File: config.mk
export PLATFORM = sky130hd
export DESIGN_NAME = mtct_queue
export DESIGN_NICKNAME = d
export VERILOG_FILES = /design/src/sv/mtct_queue.sv
export SDC_FILE = /design/constraint.sdc
export NUM_CORES = 1
export LEC_CHECK = 0
export ABC_AREA = 1
export BUFFER_PORTS_ARGS = -buffer_cell sky130_fd_sc_hd__buf_2
export CORE_MARGIN = 2
export CORE_UTILIZATION = 35
export CTS_BUF_LIST = sky130_fd_sc_hd__clkbuf_16
export CTS_CLUSTER_SIZE = 8
export DETAILED_ROUTE_END_ITERATION = 7
export REMOVE_ABC_BUFFERS = 1
export SYNTH_ARGS = -nofsm -noshare
export SYNTH_HDL_FRONTEND = slang
export SYNTH_SLANG_ARGS = --single-unit
File: constraint.sdc
create_clock -name clk -period 1.3 [get_ports clk]
set_input_delay 0.325 -clock clk [delete_from_list [all_inputs] [get_ports clk]]
set_output_delay 0.325 -clock clk [all_outputs]
set_load 0.03 [all_outputs]
File: src/sv/mtct_queue.sv
`timescale 1ns / 1ps

module mtct_queue #(
	parameter int W     = 8,
	parameter int DEPTH = 4
) (
	input  logic                         clk,
	input  logic                         arst_n,
	input  logic                         push,
	input  logic [W-1:0]                 wdata,
	input  logic                         pop,
	output logic [W-1:0]                 rdata,
	output logic [$clog2(DEPTH+1)-1:0]   count
);

	localparam int PTR_W = (DEPTH > 1) ? $clog2(DEPTH) : 1;
	localparam int CNT_W = $clog2(DEPTH + 1);

	logic [W-1:0]     slot_q [DEPTH];
	logic [PTR_W-1:0] wr_ptr_q;
	logic [PTR_W-1:0] rd_ptr_q;
	logic [CNT_W-1:0] count_q;

	assign rdata = slot_q[rd_ptr_q];
	assign count = count_q;

	always_ff @(posedge clk) begin
		if (push) begin
			slot_q[wr_ptr_q] <= wdata;
		end
	end

	always_ff @(posedge clk or negedge arst_n) begin
		if (!arst_n) begin
			wr_ptr_q <= '0;
			rd_ptr_q <= '0;
			count_q  <= '0;
		end else begin
			if (push) begin
				wr_ptr_q <= (wr_ptr_q == PTR_W'(DEPTH - 1)) ? '0 : wr_ptr_q + PTR_W'(1);
			end
			if (pop) begin
				rd_ptr_q <= (rd_ptr_q == PTR_W'(DEPTH - 1)) ? '0 : rd_ptr_q + PTR_W'(1);
			end
			if (push && !pop) begin
				count_q <= count_q + CNT_W'(1);
			end else if (pop && !push) begin
				count_q <= count_q - CNT_W'(1);
			end
		end
	end

endmodule

-- Word-level counts from Yosys, hierarchy flattened
Memory sizes are Yosys's and may differ from the RTL's.
Index checks and enable logic that the tools add are counted.
- register bits after elaboration: 7
- RAM bits: 32
- bits of input ports: 12
- output and inout port bits: 11
- logic and storage cells: 21
- memories kept: 1
- memory list (memory ; words ; bits a word ; rd ports ; clocked after Yosys merged registers in ; wr ports ; RTL line ; text):
    slot_q ; 4 ; 8 ; 1 ; 0 ; 1 ; 19 ; logic [W-1:0] slot_q [DEPTH];
- add/sub/neg operators: 4
- eq/ne operators: 2
- mux-type cells: 6
- reductions and logical operators: 5
- operators by type and width (kind ; count):
    $mux W3 ; 2
    $add A2 B1 Y2 const B ; 2
    $eq A2 B2 Y1 const B ; 2
    $mux W2 ; 2
    $add A3 B1 Y3 const B ; 1
    $sub A3 B1 Y3 const B ; 1
    $logic_and A1 B1 Y1 ; 2
    $logic_not A1 Y1 ; 2
    $mux W1 ; 2
    $reduce_bool A2 Y1 ; 1

-- Depth between registers and ports, before layout
Gate-level depths: netlist of the first run.
- depth in word-level cells: 4
- depth in mapped cells: 9
- gate-level depth less buffers: 9

-- Worst setup path after synthesis of the first run
No wires, ideal clock.
- path type: reg2reg
- start: register count_q[0] (netlist: count[0])
- end: register count_q[2] (netlist: count[2])
- library setup time: 118 ps
- arrival: 1222 ps
- required time: 1182 ps
- path slack: -40 ps
- stages on the path, launching flop included: 6
- path buffers: 0
- clock period less this slack: 1340 ps
- path through: dfrtp_1 -> fa_1 -> nand2_1 -> nand3_1 -> nand2_1 -> nand2_1
- word-level cells in the longest chain between the ends: 3
- elaborated cells between the ends (all ways): 4
- those cells by class: 2 x add/sub; 2 x mux
- RTL lines (what ; RTL line ; text):
    from (decl) ; 22 ; logic [CNT_W-1:0] count_q;
    from (signal assigned) ; 46 ; count_q <= count_q + CNT_W'(1);
    from (signal assigned) ; 48 ; count_q <= count_q - CNT_W'(1);
    $sub A3 B1 Y3 ; 48 ;
    $mux W3 ; 47 ; end else if (pop && !push) begin
    $mux W3 * ; 45 ; if (push && !pop) begin
Every way passes the cells marked *; elsewhere a longest branch is shown, timed or not. The select of a mux whose other input is x is not followed.
A chain may end at the register's enable or synchronous reset.

-- Final worst setup path of the first run
- start: register rd_ptr_q[0]
- end: output port rdata[0]
- word-level cells in the longest chain between the ends: 1
- RTL lines (what ; RTL line ; text):
    from (decl) ; 21 ; logic [PTR_W-1:0] rd_ptr_q;
    from (signal assigned) ; 43 ; rd_ptr_q <= (rd_ptr_q == PTR_W'(DEPTH - 1)) ? '0 : rd_ptr_q + PTR_W'(1);
    $mem_v2 Z4 W8 ; - ;
    to (decl) ; 12 ; output logic [W-1:0] rdata,
No other way between the ends.

==> key figures, run 1 <==
Clock network
  – Clock sinks: 39
  – Root Driver: clkbuf_16
  – Clock-pin transition on the worst setup and hold timing paths: roughly 0.06 ns
  – CTS buffer count: 5
  – CTS tree: yes
  – Clk buf depth: 2
  – Worst skew pair latency: roughly 0.27 ns
  – CTS H-Tree Depth: 2

Detailed routing
  – Overall routed net length: 3140 um
  – Drt wl/cell: between 10 and 15 um
  – Residual DRC: 0
  – Antenna-violating nets left: 0
  – Drt first-iter violations: between 40 and 50
  – DR vias/cell: about 4.7
  – Routed via count: 1098
  – First drt pass iteration count: 4

STA
  – Min cycle time layout: roughly 1.6 ns
  – RSZ-0062 raised after global routing: true
  – Slew @ Worst Pin: a little under 0.2 ns
  – Fin. Hold Viols: 0
  – Hold_ws: between 0.2 and 0.3 ns
  – # setup viols final: 8
  – Setup Skew: approximately 0.0034 ns
  – Slew Limit Fails: 0
  – PnR worst setup slack: -0.338 ns
  – Max frequency: 611 MHz
  – Slew HR: between 80% and 90%
  – Final Cycle Share: 126%

Cells and area
  – Nets: 200
  – Layout cell share with drive strength beyond 1: a little over a quarter
  – Area grow syn2layout: 33.0%
  – Final Core Density: 48.0%
  – Commonest non-fill, non-tap cell in the layout: nand2_1
  – Fillers: 420
  – Diode count: 0
  – Most frequent cells in the layout: nand2_1 (35), edfxtp_1 (32), inv_1 (27)

Floorplan
  – Chip Width: between 70 and 80 um
  – Die area: 0.00541 mm2
  – Die H: between 70 and 80 um
  – FP Rows: 25
  – Starting Density: a little over a third
  – Core Area: approximately 0.0047 mm2
  – Io pins: 23

GRT
  – Largest net degree at the start of global routing: 22
  – Global-route wire length before repair: 4930 um
  – Total GRT Usage: 12.3%
  – Vias in the first global route: between 1k and 1.5k
  – Total grt overflow: 0
  – Initial antenna violation count: 0

Synthesis
  – Mapped cell area: approximately 0.0017 mm2
  – Seq/Total Area, Yosys: between 60% and 70%
  – Register bit total from synthesis: 39
  – Synth unique cells: 16
  – Gate Count Post-Synth: between 100 and 150
  – Mean Syn Cell Area: about 12 um2
  – Ys Warns: 0

Status
  – Outcome: finished with violations
  – Failing checks: negative setup slack

Worst setup path
  – Critical Path End Type: output port
  – Worst Path Arrival: roughly 1.3 ns
  – CP top delay family: flip-flops
  – Buffer and inverter count on the worst path: 3
  – Kind of critical path: register to output port
  – Worst path max stage delay: ~0.4 ns
  – Startpoint types: register
  – CP Cell Sequence: inv_4 -> clkbuf_16 -> o211ai_1 -> nand2_1 -> buf_6
  – CP required: about 1 ns
  – CP max FO: 6
  – Worst path slowest cell: dfrtp_1

Place
  – DP Wirelength: ~2100 um
  – GPL Wtd Cong: 0.652
  – I/O Buffers: 22

Power and ir drop
  – Clk pwr share: about a fifth
  – Leakage Power: between 1 and 1.5 nW
  – Reg power frac: roughly 34%
  – Switching Power: about 1.9 mW
  – Combinational share of power: 44.8%
  – Net Sw Frac: ~36%
  – Int Pwr: 3.42 mW
  – P per Cell Area: approximately 2400 mW/mm2
  – VDD IR max: about 0.00087 V

Flow run
  – Max-cap viol count: 0

Worst hold path
  – Hold Path Class: input pin to register
## final timing paths
check / cells past startpoint / startpoint / endpoint / slack [ns]
min in group asynchronous: 2 / arst_n / count[0] / 0.42
setup / recovery: 5 / rd_ptr_q[0] / rdata[0] / -0.34
hold / removal: 1 / wdata[1] / slot_q[2][1] / 0.26
max in group asynchronous: 2 / arst_n / count[2] / 0.72
hold reg to reg: 2 / count[2] / count[2] / 0.51
setup reg to reg: 6 / count[0] / count[2] / 0.07
## Yosys cell counts (all sizes together)
master,count,area (um2)
dfrtp,7,175
a21oi,1,5.00
edfxtp,32,961
o21ai,4,20.0
o211ai,16,120
nand2,38,143
nand4,1,6.26
buf,4,41.3
fa,1,20.0
ha,6,75.1
nor2,1,3.75
inv,29,109
nand3,1,5.00
xnor2,1,8.76
## power by group through the flow
stage               Sequential (mW)  Combinational, mW  Clock [mW]
finish                         1.81               2.39        1.14
global placement               1.80               1.90           0
detailed placement             1.82               1.98           0
CTS                            1.80               2.24        1.16
floorplan                      1.92               1.06           0
global route                   1.83               2.61        1.24
## stage by stage
stage / worst slack (ns) / instances / total power [mW] / setup TNS (ns) / cell area, um2
floorplan: -0.0776 / 138 / 2.98 / -0.661 / 1650
global placement: -0.122 / 224 / 3.70 / -0.283 / 1980
detailed placement: -0.212 / 224 / 3.80 / -0.585 / 1980
CTS: -0.349 / 233 / 5.20 / -2.60 / 2180
global route: -0.424 / 236 / 5.68 / -3.25 / 2250
finish: -0.338 / 236 / 5.33 / -2.61 / 2250
## layout make-up
class	instances	area (um2)	area share [%]
Clock buffer	5	125	5.56
Timing Repair Buffer	36	378	16.8
Clock inverter	3	16.3	0.723
Multi-Input combinational cell	70	417	18.5
Inverter	29	111	4.95
Tap cell	54	67.6	3.00
Sequential cell	39	1140	50.5
## cell families (layout without fill, tap and decap cells)
kind of cell | after synthesis | in the layout | synth area share [%]
flops | 39 | 39 | 67.1
buf+inv | 33 | 73 | 8.87
simple gates | 41 | 41 | 9.31
xor+xnor | 1 | 1 | 0.517
compound gates | 21 | 21 | 8.57
fa+ha+maj | 7 | 7 | 5.62
## sequential cells by signal, summed over array words and instances (netlist names)
name / count
slot_q: 32
count: 3
rd_ptr_q: 2
wr_ptr_q: 2
## routing by layer
layer / vias up / track usage (%) / routed length [um] / share of wire [%]
met4: 0 / 4.24 / 12 / 0.38
met3: 2 / 3.57 / 88 / 2.8
li1: 556 / - / - / -
met1: 528 / 12.2 / 1270 / 40
met5: - / 0 / 0 / 0
met2: 12 / 23.9 / 1780 / 56
## timing repair
item / in CTS / in global routing
endpoints found under the hold margin: 7 / 0
hold buffers: 1 / 0
pin swaps: 3 / 4
setup buffers: 0 / 1
endpoints found under the setup margin: 8 / 11
resized for setup: 17 / 5
cloned: 0 / 2
No activity file was read; power rests on OpenSTA's default activity.
==> inputs of run 2 (changes only) <==
- BUFFER_PORTS_ARGS: -buffer_cell sky130_fd_sc_hd__buf_2 -> -buffer_cell sky130_fd_sc_hd__clkbuf_2
- CTS_CLUSTER_DIAMETER: default -> 30
- SLEW_MARGIN: default -> 20
==> run 2 against run 1 <==
  * The flow still finishes with violations (negative setup slack)
  * Final cell count decreased by 0.42%
  * Critical path type unchanged
  * Largest power group unchanged
  * Critical endpoint is now rdata[6]
  * Sequential power about the same
  * Non-clock buffer count is 1 lower
  * Routed wire length is 2.2% higher
  * Total power up 0.71%
  * Critical path depth rose by 1
  * Die area did not move
  * Cell area rose by 0.89%
==> key figures, run 2 (synthesis gave the netlist of run 1 again) <==
Detailed routing
  – DR vias/cell: approximately 4.6
  – Routed via count: between 1k and 1.5k
  – First drt pass iteration count: 4
  – Drt wl/cell: 13.7 um
  – Residual DRC: 0
  – Overall routed net length: approximately 3200 um
  – Drt first-iter violations: 44
  – Antenna-violating nets left: 0

Worst setup path
  – Worst path slowest cell: dfrtp_1
  – CP most frequent cell: nand2_1
  – Worst R2R Setup Slack: roughly 0.09 ns
  – CP Cell Sequence: inv_4 -> buf_12 -> nand2_1 -> o211ai_1 -> nand2_1 -> clkbuf_8
  – Worst Path Arrival: roughly 1.3 ns
  – Critical Path End Type: output port
  – Worst path max stage delay: between 0.4 and 0.5 ns
  – CP max FO: 11
  – Kind of critical path: register to output port
  – CP required: between 0.9 and 1 ns
  – Startpoint types: register

Place
  – # placed instances: about 220
  – I/O Buffers: 22
  – DP Wirelength: 2170 um
  – Dpl ws: -0.227 ns
  – GPL Wtd Cong: ~0.65

STA
  – Setup Skew: ~0.0021 ns
  – # setup viols final: 8
  – Slew HR: 87.4%
  – RSZ-0062 raised after global routing: true
  – Hold_ws: 0.264 ns
  – Max frequency: around 600 MHz
  – Fin. Hold Viols: 0
  – Slew Limit Fails: 0
  – Min cycle time layout: about 1.7 ns
  – PnR worst setup slack: -0.365 ns
  – Final Cycle Share: 128%
  – Slew @ Worst Pin: 0.189 ns

Clock network
  – Worst skew pair latency: about 0.28 ns
  – Root Driver: clkbuf_16
  – CTS H-Tree Depth: 2
  – Clock sinks: 39
  – CTS buffer count: 5
  – CTS tree: yes
  – Clk buf depth: 2
  – Clock-pin transition on the worst setup and hold timing paths: approximately 0.06 ns

Cells and area
  – Largest Register: slot_q
  – Most frequent cells in the layout: nand2_1 (35), edfxtp_1 (32), inv_1 (25)
  – Area grow syn2layout: 34.1%
  – Max reg flops: 32
  – Fillers: approximately 420
  – Finished Layout Cells: 235
  – Nets: 199
  – Commonest non-fill, non-tap cell in the layout: nand2_1
  – Layout cell share with drive strength beyond 1: 28.2%
  – Diode count: 0

GRT
  – Total grt overflow: 0
  – Vias in the first global route: 1167
  – Total GRT Usage: between 10% and 20%
  – Largest net degree at the start of global routing: 14
  – Initial antenna violation count: 0
  – Global-route wire length before repair: around 5200 um

Status
  – Failing checks: negative setup slack
  – Outcome: finished with violations

Floorplan
  – Die H: 73.5 um
  – Starting Density: a little over a third
  – FP Rows: 25
  – Io pins: 23
  – Die area: between 0.005 and 0.006 mm2
  – Chip Width: ~74 um
  – Core Area: around 0.0047 mm2

Power and ir drop
  – P per Cell Area: around 2400 mW/mm2
  – Tot Pwr: around 5.4 mW
  – VDD IR max: between 0.0008 and 0.0009 V
  – Leakage Power: 1.01 nW

Worst hold path
  – Hold Path Class: input pin to register

Flow run
  – Max-cap viol count: 0
[run 2: layer usage]
layer,track usage [%],vias up,part of all wire (%)
li1,-,552,-
met1,14.2,515,40
met2,24.4,20,55
met3,3.16,5,2.9
met4,6.06,0,1.5
met5,0,-,0
[run 2: what timing repair did]
action,in CTS,in global routing
hold buffers,1,0
setup endpoints to repair,9,9
setup buffers,1,0
pin swaps,1,1
gates cloned,1,0
endpoints found under the hold margin,7,0
resized for setup,20,8
[run 2: cell type report]
type	count	area, um2	share of cell area (%)
multi-input combinational	70	434	19.1
clock buffer	5	125	5.51
clock inverter	3	20.0	0.882
tap	54	67.6	2.98
sequential	39	1140	50.0
inverter	29	111	4.90
timing repair buffer	35	377	16.6
[run 2: report_power, final]
group / switching, mW / leakage, nW / internal [mW]
sequential: 0.140 / 0.378 / 1.66
combinational: 1.32 / 0.562 / 1.08
clock: 0.459 / 0.0674 / 0.706
[run 2: metrics by stage]
step	instance area, um2	util [%]	TNS (ns)
floorplan	1650	-	-0.661
global placement	1980	42.2	-0.339
detailed placement	1980	42.2	-0.808
CTS	2250	47.9	-2.94
global route	2270	48.4	-3.42
finish	2270	48.4	-2.80
[run 2: path summary, 6_finish.rpt]
kind                        startpoint           end  cells after the start
max in group asynchronous       arst_n      count[2]                      2
setup reg to reg           wr_ptr_q[0]  slot_q[2][4]                      5
hold reg to reg               count[2]      count[2]                      2
setup / recovery           rd_ptr_q[0]      rdata[6]                      6
min in group asynchronous       arst_n      count[1]                      2
hold / removal                wdata[1]  slot_q[1][1]                      1
[run 2: worst max-delay path, delay by kind of cell (launching register included)]
kind                   cells  cell delay [ns]
flip-flops                 1             0.41
AND/OR/NAND/NOR            2             0.15
buffers and inverters      3             0.42
AO/OA/AOI/OAI              1             0.08
