==> src/sv/mtct_pkg.sv <==
`timescale 1ns / 1ps

package mtct_pkg;

	// Configuration register file
	localparam int CFG_W     = 7;
	localparam int CFG_IDX_W = 1;
	localparam logic [CFG_IDX_W-1:0] REG_ROWS_IN = 1'd0;
	localparam logic [CFG_IDX_W-1:0] REG_COLS_IN = 1'd1;
	localparam logic [CFG_W-1:0] RESET_DIM = 7'd64;

	// Item operations
	localparam logic OP_WRITE = 1'b0;
	localparam logic OP_DRAIN = 1'b1;

	// Width of the reported row and column positions
	localparam int POS_W = 6;

	// Defaults for the top-level parameters
	localparam int DEF_MAX_DIM    = 64;
	localparam int DEF_DATA_WIDTH = 32;

	// Queue depths
	localparam int CMD_DEPTH = 4;
	localparam int RES_DEPTH = 4;

	// Control bits of one command from front to back
	typedef struct packed {
		logic do_read;
		logic do_write;
		logic last;
	} cmd_ctrl_t;

	localparam int CTRL_W = $bits(cmd_ctrl_t);

endpackage

==> src/sv/mtct_front.sv <==
`timescale 1ns / 1ps

module mtct_front import mtct_pkg::*; #(
	parameter int MAX_DIM    = DEF_MAX_DIM,
	parameter int DATA_WIDTH = DEF_DATA_WIDTH,
	parameter int IDX_W      = $clog2(MAX_DIM),
	parameter int ADDR_W     = 2 * IDX_W + 1
) (
	input  logic                  clk,
	input  logic                  arst_n,
	input  logic                  cfg_we,
	input  logic [CFG_IDX_W-1:0]  cfg_index,
	input  logic [CFG_W-1:0]      cfg_data,
	input  logic                  in_accept,
	input  logic                  operation,
	input  logic [DATA_WIDTH-1:0] value,
	output logic                  cmd_valid,
	output cmd_ctrl_t             cmd_ctrl,
	output logic [ADDR_W-1:0]     cmd_rd_addr,
	output logic [ADDR_W-1:0]     cmd_wr_addr,
	output logic [DATA_WIDTH-1:0] cmd_data,
	output logic [POS_W-1:0]      cmd_row,
	output logic [POS_W-1:0]      cmd_col
);

	localparam int DIM_W = $clog2(MAX_DIM + 1);
	localparam int CMP_W = (CFG_W > DIM_W) ? CFG_W : DIM_W;

	logic [CFG_W-1:0] rows_q;
	logic [CFG_W-1:0] cols_q;
	logic [IDX_W-1:0] wr_row_q;
	logic [IDX_W-1:0] wr_col_q;
	logic [IDX_W-1:0] rd_row_q;
	logic [IDX_W-1:0] rd_col_q;
	logic             wsel_q;
	logic             pending_q;

	logic [CMP_W-1:0] rows_c;
	logic [CMP_W-1:0] cols_c;
	logic [DIM_W-1:0] rows_d;
	logic [DIM_W-1:0] cols_d;
	logic             rd_col_end;
	logic             rd_row_end;
	logic             wr_col_end;
	logic             wr_row_end;
	logic             is_write;
	logic             frame_done;

	// Out-of-range dimensions saturate to 1 and MAX_DIM
	always_comb begin
		rows_c = CMP_W'(rows_q);
		cols_c = CMP_W'(cols_q);
		if (rows_c == '0) begin
			rows_c = CMP_W'(1);
		end else if (rows_c > CMP_W'(MAX_DIM)) begin
			rows_c = CMP_W'(MAX_DIM);
		end
		if (cols_c == '0) begin
			cols_c = CMP_W'(1);
		end else if (cols_c > CMP_W'(MAX_DIM)) begin
			cols_c = CMP_W'(MAX_DIM);
		end
	end

	assign rows_d = DIM_W'(rows_c);
	assign cols_d = DIM_W'(cols_c);

	assign rd_col_end = (DIM_W'(rd_row_q) + DIM_W'(1)) >= cols_d;
	assign rd_row_end = (DIM_W'(rd_col_q) + DIM_W'(1)) >= rows_d;
	assign wr_col_end = (DIM_W'(wr_col_q) + DIM_W'(1)) >= cols_d;
	assign wr_row_end = (DIM_W'(wr_row_q) + DIM_W'(1)) >= rows_d;

	assign is_write   = (operation == OP_WRITE);
	assign frame_done = is_write && wr_col_end && wr_row_end;

	// Drop items that neither read nor write
	assign cmd_valid         = in_accept && (pending_q || is_write);
	assign cmd_ctrl.do_read  = pending_q;
	assign cmd_ctrl.do_write = is_write;
	assign cmd_ctrl.last     = rd_col_end && rd_row_end;
	assign cmd_rd_addr       = {~wsel_q, rd_col_q, rd_row_q};
	assign cmd_wr_addr       = {wsel_q, wr_row_q, wr_col_q};
	assign cmd_data          = value;
	assign cmd_row           = POS_W'(rd_row_q);
	assign cmd_col           = POS_W'(rd_col_q);

	always_ff @(posedge clk or negedge arst_n) begin
		if (!arst_n) begin
			rows_q <= RESET_DIM;
			cols_q <= RESET_DIM;
		end else if (cfg_we) begin
			case (cfg_index)
				REG_ROWS_IN: rows_q <= cfg_data;
				REG_COLS_IN: cols_q <= cfg_data;
				default: ;
			endcase
		end
	end

	always_ff @(posedge clk or negedge arst_n) begin
		if (!arst_n) begin
			wr_row_q  <= '0;
			wr_col_q  <= '0;
			rd_row_q  <= '0;
			rd_col_q  <= '0;
			wsel_q    <= 1'b0;
			pending_q <= 1'b0;
		end else if (in_accept) begin
			if (is_write) begin
				if (wr_col_end) begin
					wr_col_q <= '0;
					if (wr_row_end) begin
						wr_row_q <= '0;
						wsel_q   <= ~wsel_q;
					end else begin
						wr_row_q <= wr_row_q + IDX_W'(1);
					end
				end else begin
					wr_col_q <= wr_col_q + IDX_W'(1);
				end
			end
			// A finished write frame restarts the read side on the new frame
			if (frame_done) begin
				pending_q <= 1'b1;
				rd_row_q  <= '0;
				rd_col_q  <= '0;
			end else if (pending_q) begin
				if (rd_row_end) begin
					rd_col_q <= '0;
					if (rd_col_end) begin
						rd_row_q  <= '0;
						pending_q <= 1'b0;
					end else begin
						rd_row_q <= rd_row_q + IDX_W'(1);
					end
				end else begin
					rd_col_q <= rd_col_q + IDX_W'(1);
				end
			end
		end
	end

endmodule

==> config.mk <==
export PLATFORM = sky130hd
export DESIGN_NAME = mtct_front
export DESIGN_NICKNAME = d
export VERILOG_FILES = /design/src/sv/mtct_pkg.sv /design/src/sv/mtct_front.sv
export SDC_FILE = /design/constraint.sdc
export NUM_CORES = 1
export LEC_CHECK = 0
export BUFFER_PORTS_ARGS = -buffer_cell sky130_fd_sc_hd__buf_2
export CAP_MARGIN = 20
export CORE_UTILIZATION = 35
export CTS_CLUSTER_DIAMETER = 30
export DETAILED_ROUTE_END_ITERATION = 10
export GPL_TIMING_DRIVEN = 0
export MAX_ROUTING_LAYER = met4
export PLACE_DENSITY = 0.65
export SYNTH_ARGS = -nofsm -noshare
export SYNTH_HDL_FRONTEND = slang
export SYNTH_SLANG_ARGS = --single-unit
==> constraint.sdc <==
create_clock -name clk -period 4 [get_ports clk]
set_input_delay 0.8 -clock clk [delete_from_list [all_inputs] [get_ports clk]]
set_output_delay 0.8 -clock clk [all_outputs]
set_load 0.01 [all_outputs]
# == Word level (Yosys, flattened, before mapping) ==
# Cells that the tools add are included.
# word_totals
out_inout_bits,74
word_cells,58
in_bits,45
reg_bits,40
# op_classes
mux,17
addsub,8
bitwise,3
n_lt_le_gt_ge,6
reduce_logical,16
# ops
cell,count
2-to-1 mux 6 bit,9
adder 6 x 1 -> 7 bit (second input constant),4
greater-or-equal comparator 7 bit,4
2-to-1 mux 7 bit,4
adder 6 x 1 -> 6 bit (second input constant),4
> comparator 7 bit (second input constant),2
logical NOT 7 bit,2
AND reduction 2 bit,4
AND reduction 3 bit,2
logical AND 1 bit,4
2-to-1 mux 1 bit,4
AND reduction 4 bit,1
nonzero test 2 bit,2
inverter 1 bit,3
logical OR 1 bit,1

# == Longest topological paths before layout ==
# Gate-level depths: netlist of run 1.
# depth
ltp_word,8
mapped_depth,13
depth_no_buf,11

# == Least setup slack after synthesis of run 1 ==
# Ideal clock, no wire load.
# synth_timing
path_kind,reg-to-reg
startpoint,reg rd_col_q[0] (netlist: cmd_col[0])
endpoint,reg rd_row_q[0] (netlist: cmd_row[0])
path_stages_with_launch,13
synth_period_minus_slack_ns,2.840
path_buffers,2
setup_ns,0.125
path_slack_ns,1.160
required_time_ns,3.875
arrival_time_ns,2.715
cell_sequence,dfrtp_1 > ha_1 > xor2_1 > ha_1 > a21o_1 > a31oi_1 > o21ai_1 > a31oi_2 > or2_2 > clkbuf_1 > and2_1 > buf_6 > mux2_4
# synth_via
elab_chain_cells,4
# synth_rtl
item,line_no,text
from (decl),mtct_front.sv:34,logic [IDX_W-1:0] rd_col_q;
from (signal assigned),mtct_front.sv:137,rd_col_q <= rd_col_q + IDX_W'(1);
adder 6 x 1 -> 7 bit,mtct_front.sv:69,assign rd_row_end = (DIM_W'(rd_col_q) + DIM_W'(1)) >= rows_d;
greater-or-equal comparator 7 bit,mtct_front.sv:69,
nonzero test 2 bit (no line),--,
AND reduction 3 bit (no line),--,
to (signal assigned),mtct_front.sv:134,rd_row_q <= rd_row_q + IDX_W'(1);
to (decl),mtct_front.sv:33,logic [IDX_W-1:0] rd_row_q;
# Every way passes these cells.
# A chain may end at the register's enable or synchronous reset.

==> results.cfg, run 1 <==
[status]
outcome = finished, final reports clean

[run]
maxCapViolations = 0

[die]
dieHeight_um = 96.08
rows = 33
core_um2 = 8382
io_pins = 119
fp.dieW_um = 96.08
die_area_um2 = 9231
start_util = 0.3696

[clock_network]
cts_buffers = 5
clk_pin_slew_ns = 0.08
worstSkewPairLatency_ns = 0.30
cts_sinks = 40
h-tree-depth = 2
cts_resized = 0
clock_path_buffers = 2
tritoncts = done
hold_buffers = 0
cts_setup_buffers = 0
root_buffer = clkbuf_8

[sta]
rsz0062_at_grt = false
fin_crit_sh = 0.8618
period_needed_ns = 3.447
final.setup.tns_ns = 0
report.final.slew_viol_count = 0
relSlewSlack = 0.3935
setup_viol_count_final = 0
worstMarginPinSlew_ns = 0.9097
fin_worst_skew_ns = 0.008073
fmax_ghz = 0.2901
finalHoldViolations = 0

[pwr]
powerDensity_nw_per_um2 = 485.3
power_leakage_nw = 1.904
power_w = 0.001830
ir_drop_uv = 199.6

[finish]
layout_commonest_cell = buf_2
nets = 502
final.fill_count = 826
syn2layout_area_growth_pct = 21.73
antenna_cells = 0
layout_common_cells = buf_2, buf_4, nand2_1
drive_above_1_share = 0.4112

[route]
final_antenna_net_count = 0
top_layer_used = met4
vias = 2599
route.met2.wl_mm = 2.993
drt-total-wl_mm = 6.758
drt_iter0_drc = 61
wl_per_cell_um = 12.68
via_per_inst = 4.876
wl_met1_mm = 3.313
dr.pass1.iters = 4
drc = 0
wl_met3_um = 422

[place]
port_buffers = 86
dp_hpwl_mm = 5.374
gp_congestion = 0.7760

[global_routing]
grt_usage = 0.1540
grt_pass1_wl_mm = 10.74
grt_pass1_vias = 2211
grt_max_degree = 41
grt_overflow = 0
antenna_found_initial = 0

[yosys]
synth_area_per_cell_um2 = 9.275
synthCells = 334
synth_warnings = 0
synth_area_leaders = dfrtp_1, ha_1, buf_4
synth-seq-cells = 40
ys.flop_type = dfrtp_1
async_flop_share = 1.000
synth_cell_type_count = 46
synth_nets = 409
syn-cell-area_um2 = 3098
synth_top_cell_by_area = dfrtp_1
yosys.area.top_type_share = 0.3069
synth_edf_count = 0
synth_seq_area_share = 0.3239

[worst_setup_path]
critical_path_arrival_ns = 2.65
worstSetupPathType = reg2out
crit_fanout = 8
cp-start-kind = register
required_ns = 3.20
crit_path_end_kind = output port

[hold_path]
hold_class = reg2reg
## cells in the mapped netlist, types with 2 or more instances
cell type	count
nor2_1	12
xor2_1	4
nand3_1	22
a21oi_1	7
a21oi_2	2
buf_6	2
clkbuf_1	4
dfrtp_1	38
ha_1	30
o211ai_2	2
mux2_2	13
nor2b_1	6
nand2_1	41
o31ai_2	4
buf_4	47
o211a_1	2
and3_1	2
a31oi_1	4
and2_1	2
inv_1	8
or2_2	3
a21o_1	6
nor3b_1	2
o21ai_0	18
nor3_1	3
o21ai_1	3
dfstp_2	2
xnor2_1	11
nand3b_1	2
o31ai_1	6
or3_1	2
nand2b_1	10
## logic make-up (layout without fill, tap and decap cells)
group,after synthesis,after routing,synth area share
flops,40,40,0.3239
mux,14,14,0.05210
simple gates,111,111,0.1769
xor+xnor,15,15,0.04241
compound gates,62,62,0.1462
fa+ha+maj,30,30,0.1212
buf+inv,62,156,0.1373
## state kept, by name (all words and copies together) (netlist names)
signal / count
cols_q: 7
wr_row_q: 6
wsel_q: 1
cmd_row: 6
rows_q: 7
wr_col_q: 6
cmd_col: 6
pending_q: 1
## area by class of cell
type / instances / area [um^2] / share of cell area
Multi-Input combinational cell: 232 / 1669 / 0.4426
Sequential cell: 40 / 1003 / 0.2661
Timing Repair Buffer: 86 / 430.4 / 0.1141
Buffer: 54 / 395.4 / 0.1048
Tap cell: 105 / 131.4 / 0.03484
Clock buffer: 5 / 68.82 / 0.01825
Clock inverter: 3 / 42.54 / 0.01128
Inverter: 8 / 30.03 / 0.007963
## final timing paths
| kind | cells after the start | to | from | slack [ns] |
|---|---|---|---|---|
| min in group asynchronous | 1 | rows_q[5] | arst_n | 0.63 |
| max reg2reg | 12 | cmd_row[0] | cmd_col[0] | 0.86 |
| min reg2reg | 1 | wsel_q | wsel_q | 0.51 |
| max | 9 | cmd_ctrl[0] | cmd_row[0] | 0.55 |
| max in group asynchronous | 1 | cmd_row[4] | arst_n | 2.81 |
| min | 1 | wsel_q | wsel_q | 0.51 |
## stage by stage
stage / instances / cell area (um^2) / util / hold slack, ns / setup slack [ns]
finish: 533 / 3771 / 0.4499 / 0.5112 / 0.5528
global route: 533 / 3771 / 0.4499 / 0.5423 / 0.3109
CTS: 533 / 3771 / 0.4499 / 0.5131 / 0.5336
detailed placement: 525 / 3660 / 0.4366 / 0.4934 / 0.8772
global placement: 525 / 3660 / 0.4366 / 0.4932 / 0.8586
floorplan: 334 / 3098 / - / 0.4686 / 1.160
## report_power, final
part | leakage, nW | total, W | internal [W] | switching [W]
clock network | 0.0541 | 0.000336 | 0.000185 | 0.000151
registers | 0.501 | 0.000619 | 0.000492 | 0.000127
logic | 1.35 | 0.000875 | 0.000426 | 0.000448
total | 1.90 | 0.00183 | 0.00110 | 0.000726
## per-layer routing
layer	vias up	GRT usage
li1	1311	-
met1	1196	0.2176
met2	88	0.2293
met3	4	0.02923
met4	0	0.02985
met5	-	-
## worst max-delay path: stages, from the launching register on
cell and delay [ns]:
dfrtp_1 0.50, ha_1 0.28, nand3_1 0.13, xnor2_1 0.23, ha_1 0.28, a21oi_1 0.18, o21ai_0 0.11, o211a_1 0.31
nor2b_1 0.17, buf_2 0.16
Power figures use the tool's default switching activity.
==> run 2, diff against run 1 <==
--- a/config.mk
+++ b/config.mk
@@ -12,7 +12,8 @@
 export DETAILED_ROUTE_END_ITERATION = 10
 export GPL_TIMING_DRIVEN = 0
 export MAX_ROUTING_LAYER = met4
-export PLACE_DENSITY = 0.65
+export PLACE_DENSITY_LB_ADDON = 0.12
+export SETUP_SLACK_MARGIN = 0.02
 export SYNTH_ARGS = -nofsm -noshare
 export SYNTH_HDL_FRONTEND = slang
 export SYNTH_SLANG_ARGS = --single-unit
==> run 2 against run 1 <==
Against the previous run:
- critical path depth unchanged
- largest cell class unchanged
- critical path type unchanged
- first-iteration DRC count increased by 52%
- count of clock-buffer cells in the layout increased by 1
==> results.cfg, run 2 (synthesized netlist as in run 1, its figures left out) <==
[status]
outcome = finished, final reports clean

[worst_setup_path]
reg2reg_setup_slack_ns = 0.87
crit_path_top_delay_cell = dfrtp_1
crit_end = cmd_ctrl[0]
critPathLaunch = cmd_row[0]
crit_path_end_kind = output port
critical_path.most_common_cell = ha_1
crit_fanout = 8
max_stage_delay_ns = 0.50
worstReg2RegStart = cmd_col[0]
rr_worst_depth = 12
worstPathCellList = ha_1 > nand3_1 > xnor2_1 > ha_1 > a21oi_1 > o21ai_0 > o211a_1 > nor2b_1 > buf_2
r2r_end = cmd_row[0]
critical_path_arrival_ns = 2.71
worstSetupPathType = reg2out
cp-start-kind = register
required_ns = 3.20

[global_routing]
grt_usage = 0.1605
grt_pass1_vias = 2273
grt_max_degree = 41
grt_pass1_wl_mm = 11.02
antenna_found_initial = 0
grt_overflow = 0

[route]
final_antenna_net_count = 0
drt_iter0_drc = 93
via_per_inst = 4.899
dr.pass1.iters = 4
wl_per_cell_um = 13.14
vias = 2611
drt-total-wl_mm = 7.006
drc = 0

[clock_network]
h-tree-depth = 2
cts_sinks = 40
cts_buffers = 5
cts_setup_buffers = 0
hold_buffers = 0
root_buffer = clkbuf_8
worstSkewPairLatency_ns = 0.30
clk_pin_slew_ns = 0.08
clock_path_buffers = 2
tritoncts = done
cts_resized = 0

[pwr]
power_w = 0.001838
p_switching_w = 0.0007351
powerDensity_nw_per_um2 = 487.9
intPower_w = 0.001103
p_sw_frac = 0.3999
p_comb_frac = 0.477
power_leakage_nw = 1.905
power_frac_seq = 0.337
ir_drop_uv = 205.2
clock_power_share = 0.186

[sta]
whs_ns = 0.5166
worstMarginPinSlew_ns = 0.9587
relSlewSlack = 0.3609
period_needed_ns = 3.505
rsz0062_at_grt = false
fmax_ghz = 0.2853
final.setup.tns_ns = 0
setup_viol_count_final = 0
report.final.slew_viol_count = 0
fin_crit_sh = 0.8764
fin_worst_skew_ns = 0.005955
finalHoldViolations = 0

[finish]
drive_above_1_share = 0.4089
fin_util = 0.4495
layout_commonest_cell = buf_2
nets = 502
layout_common_cells = buf_2, buf_4, nand2_1
antenna_cells = 0
reg_top3 = cols_q (7), rows_q (7)
syn2layout_area_growth_pct = 21.61

[die]
io_pins = 119
core_um2 = 8382
die_area_um2 = 9231
start_util = 0.3696
rows = 33
fp.dieW_um = 96.08
dieHeight_um = 96.08

[hold_path]
hold_class = reg2reg

[place]
port_buffers = 86
gp_congestion = 0.7568
dp_hpwl_mm = 5.478

[run]
maxCapViolations = 0
[run 2: cell count changes in the layout (fill, tap and decap cells not counted), sizes merged]
cell	change
clkinvlp	-1
clkbuf	+1
[run 2: worst min path at each step]
stage / start / end / slack, ns / cells after the start
after floorplan: wsel_q / wsel_q / 0.47 / 1
after global placement: wsel_q / wsel_q / 0.49 / 1
after detailed placement: wsel_q / wsel_q / 0.50 / 1
after CTS: wsel_q / wsel_q / 0.52 / 1
after global routing: rows_q[0] / rows_q[0] / 0.55 / 1
final: wsel_q / wsel_q / 0.52 / 1
[run 2: area by class of cell]
class                      instances  area, um^2
tap                              105       131.4
clock buffer                       6       72.57
fill                             837        4614
sequential                        40        1003
clock inverter                     2       35.03
buffer                            54       395.4
multi-input combinational        232        1669
timing repair buffer              86       430.4
inverter                           8       30.03
[run 2: per-stage QoR]
stage | cell area [um^2] | cells | setup slack, ns
finish | 3767 | 533 | 0.4946
global route | 3767 | 533 | 0.2539
CTS | 3767 | 533 | 0.4607
detailed placement | 3660 | 525 | 0.8054
global placement | 3660 | 525 | 0.8214
floorplan | 3098 | 334 | 1.160
[run 2: critical path, delay by kind of cell, from the launching register on]
kind / cells / cell delay, ns
AO/OA/AOI/OAI: 3 / 0.63
adder cells (fa/ha/maj): 2 / 0.56
flip-flops: 1 / 0.50
AND/OR/NAND/NOR: 2 / 0.31
XOR/XNOR: 1 / 0.23
buffers and inverters: 1 / 0.16
[run 2: power groups by stage]
stage | logic, W | registers, W | clock network [W]
after global routing | 0.00101 | 0.000642 | 0.000366
after CTS | 0.000890 | 0.000620 | 0.000354
after global placement | 0.000868 | 0.000628 | 0
after detailed placement | 0.000884 | 0.000627 | 0
final | 0.000877 | 0.000620 | 0.000341
after floorplan | 0.000616 | 0.000625 | 0
[run 2: metal layers]
layer / vias to the layer above / track usage / share of wire
met5: - / - / 0
met4: 0 / 0.04478 / 0.0064
met3: 5 / 0.02449 / 0.067
met2: 112 / 0.2524 / 0.44
met1: 1184 / 0.2141 / 0.48
li1: 1310 / - / -
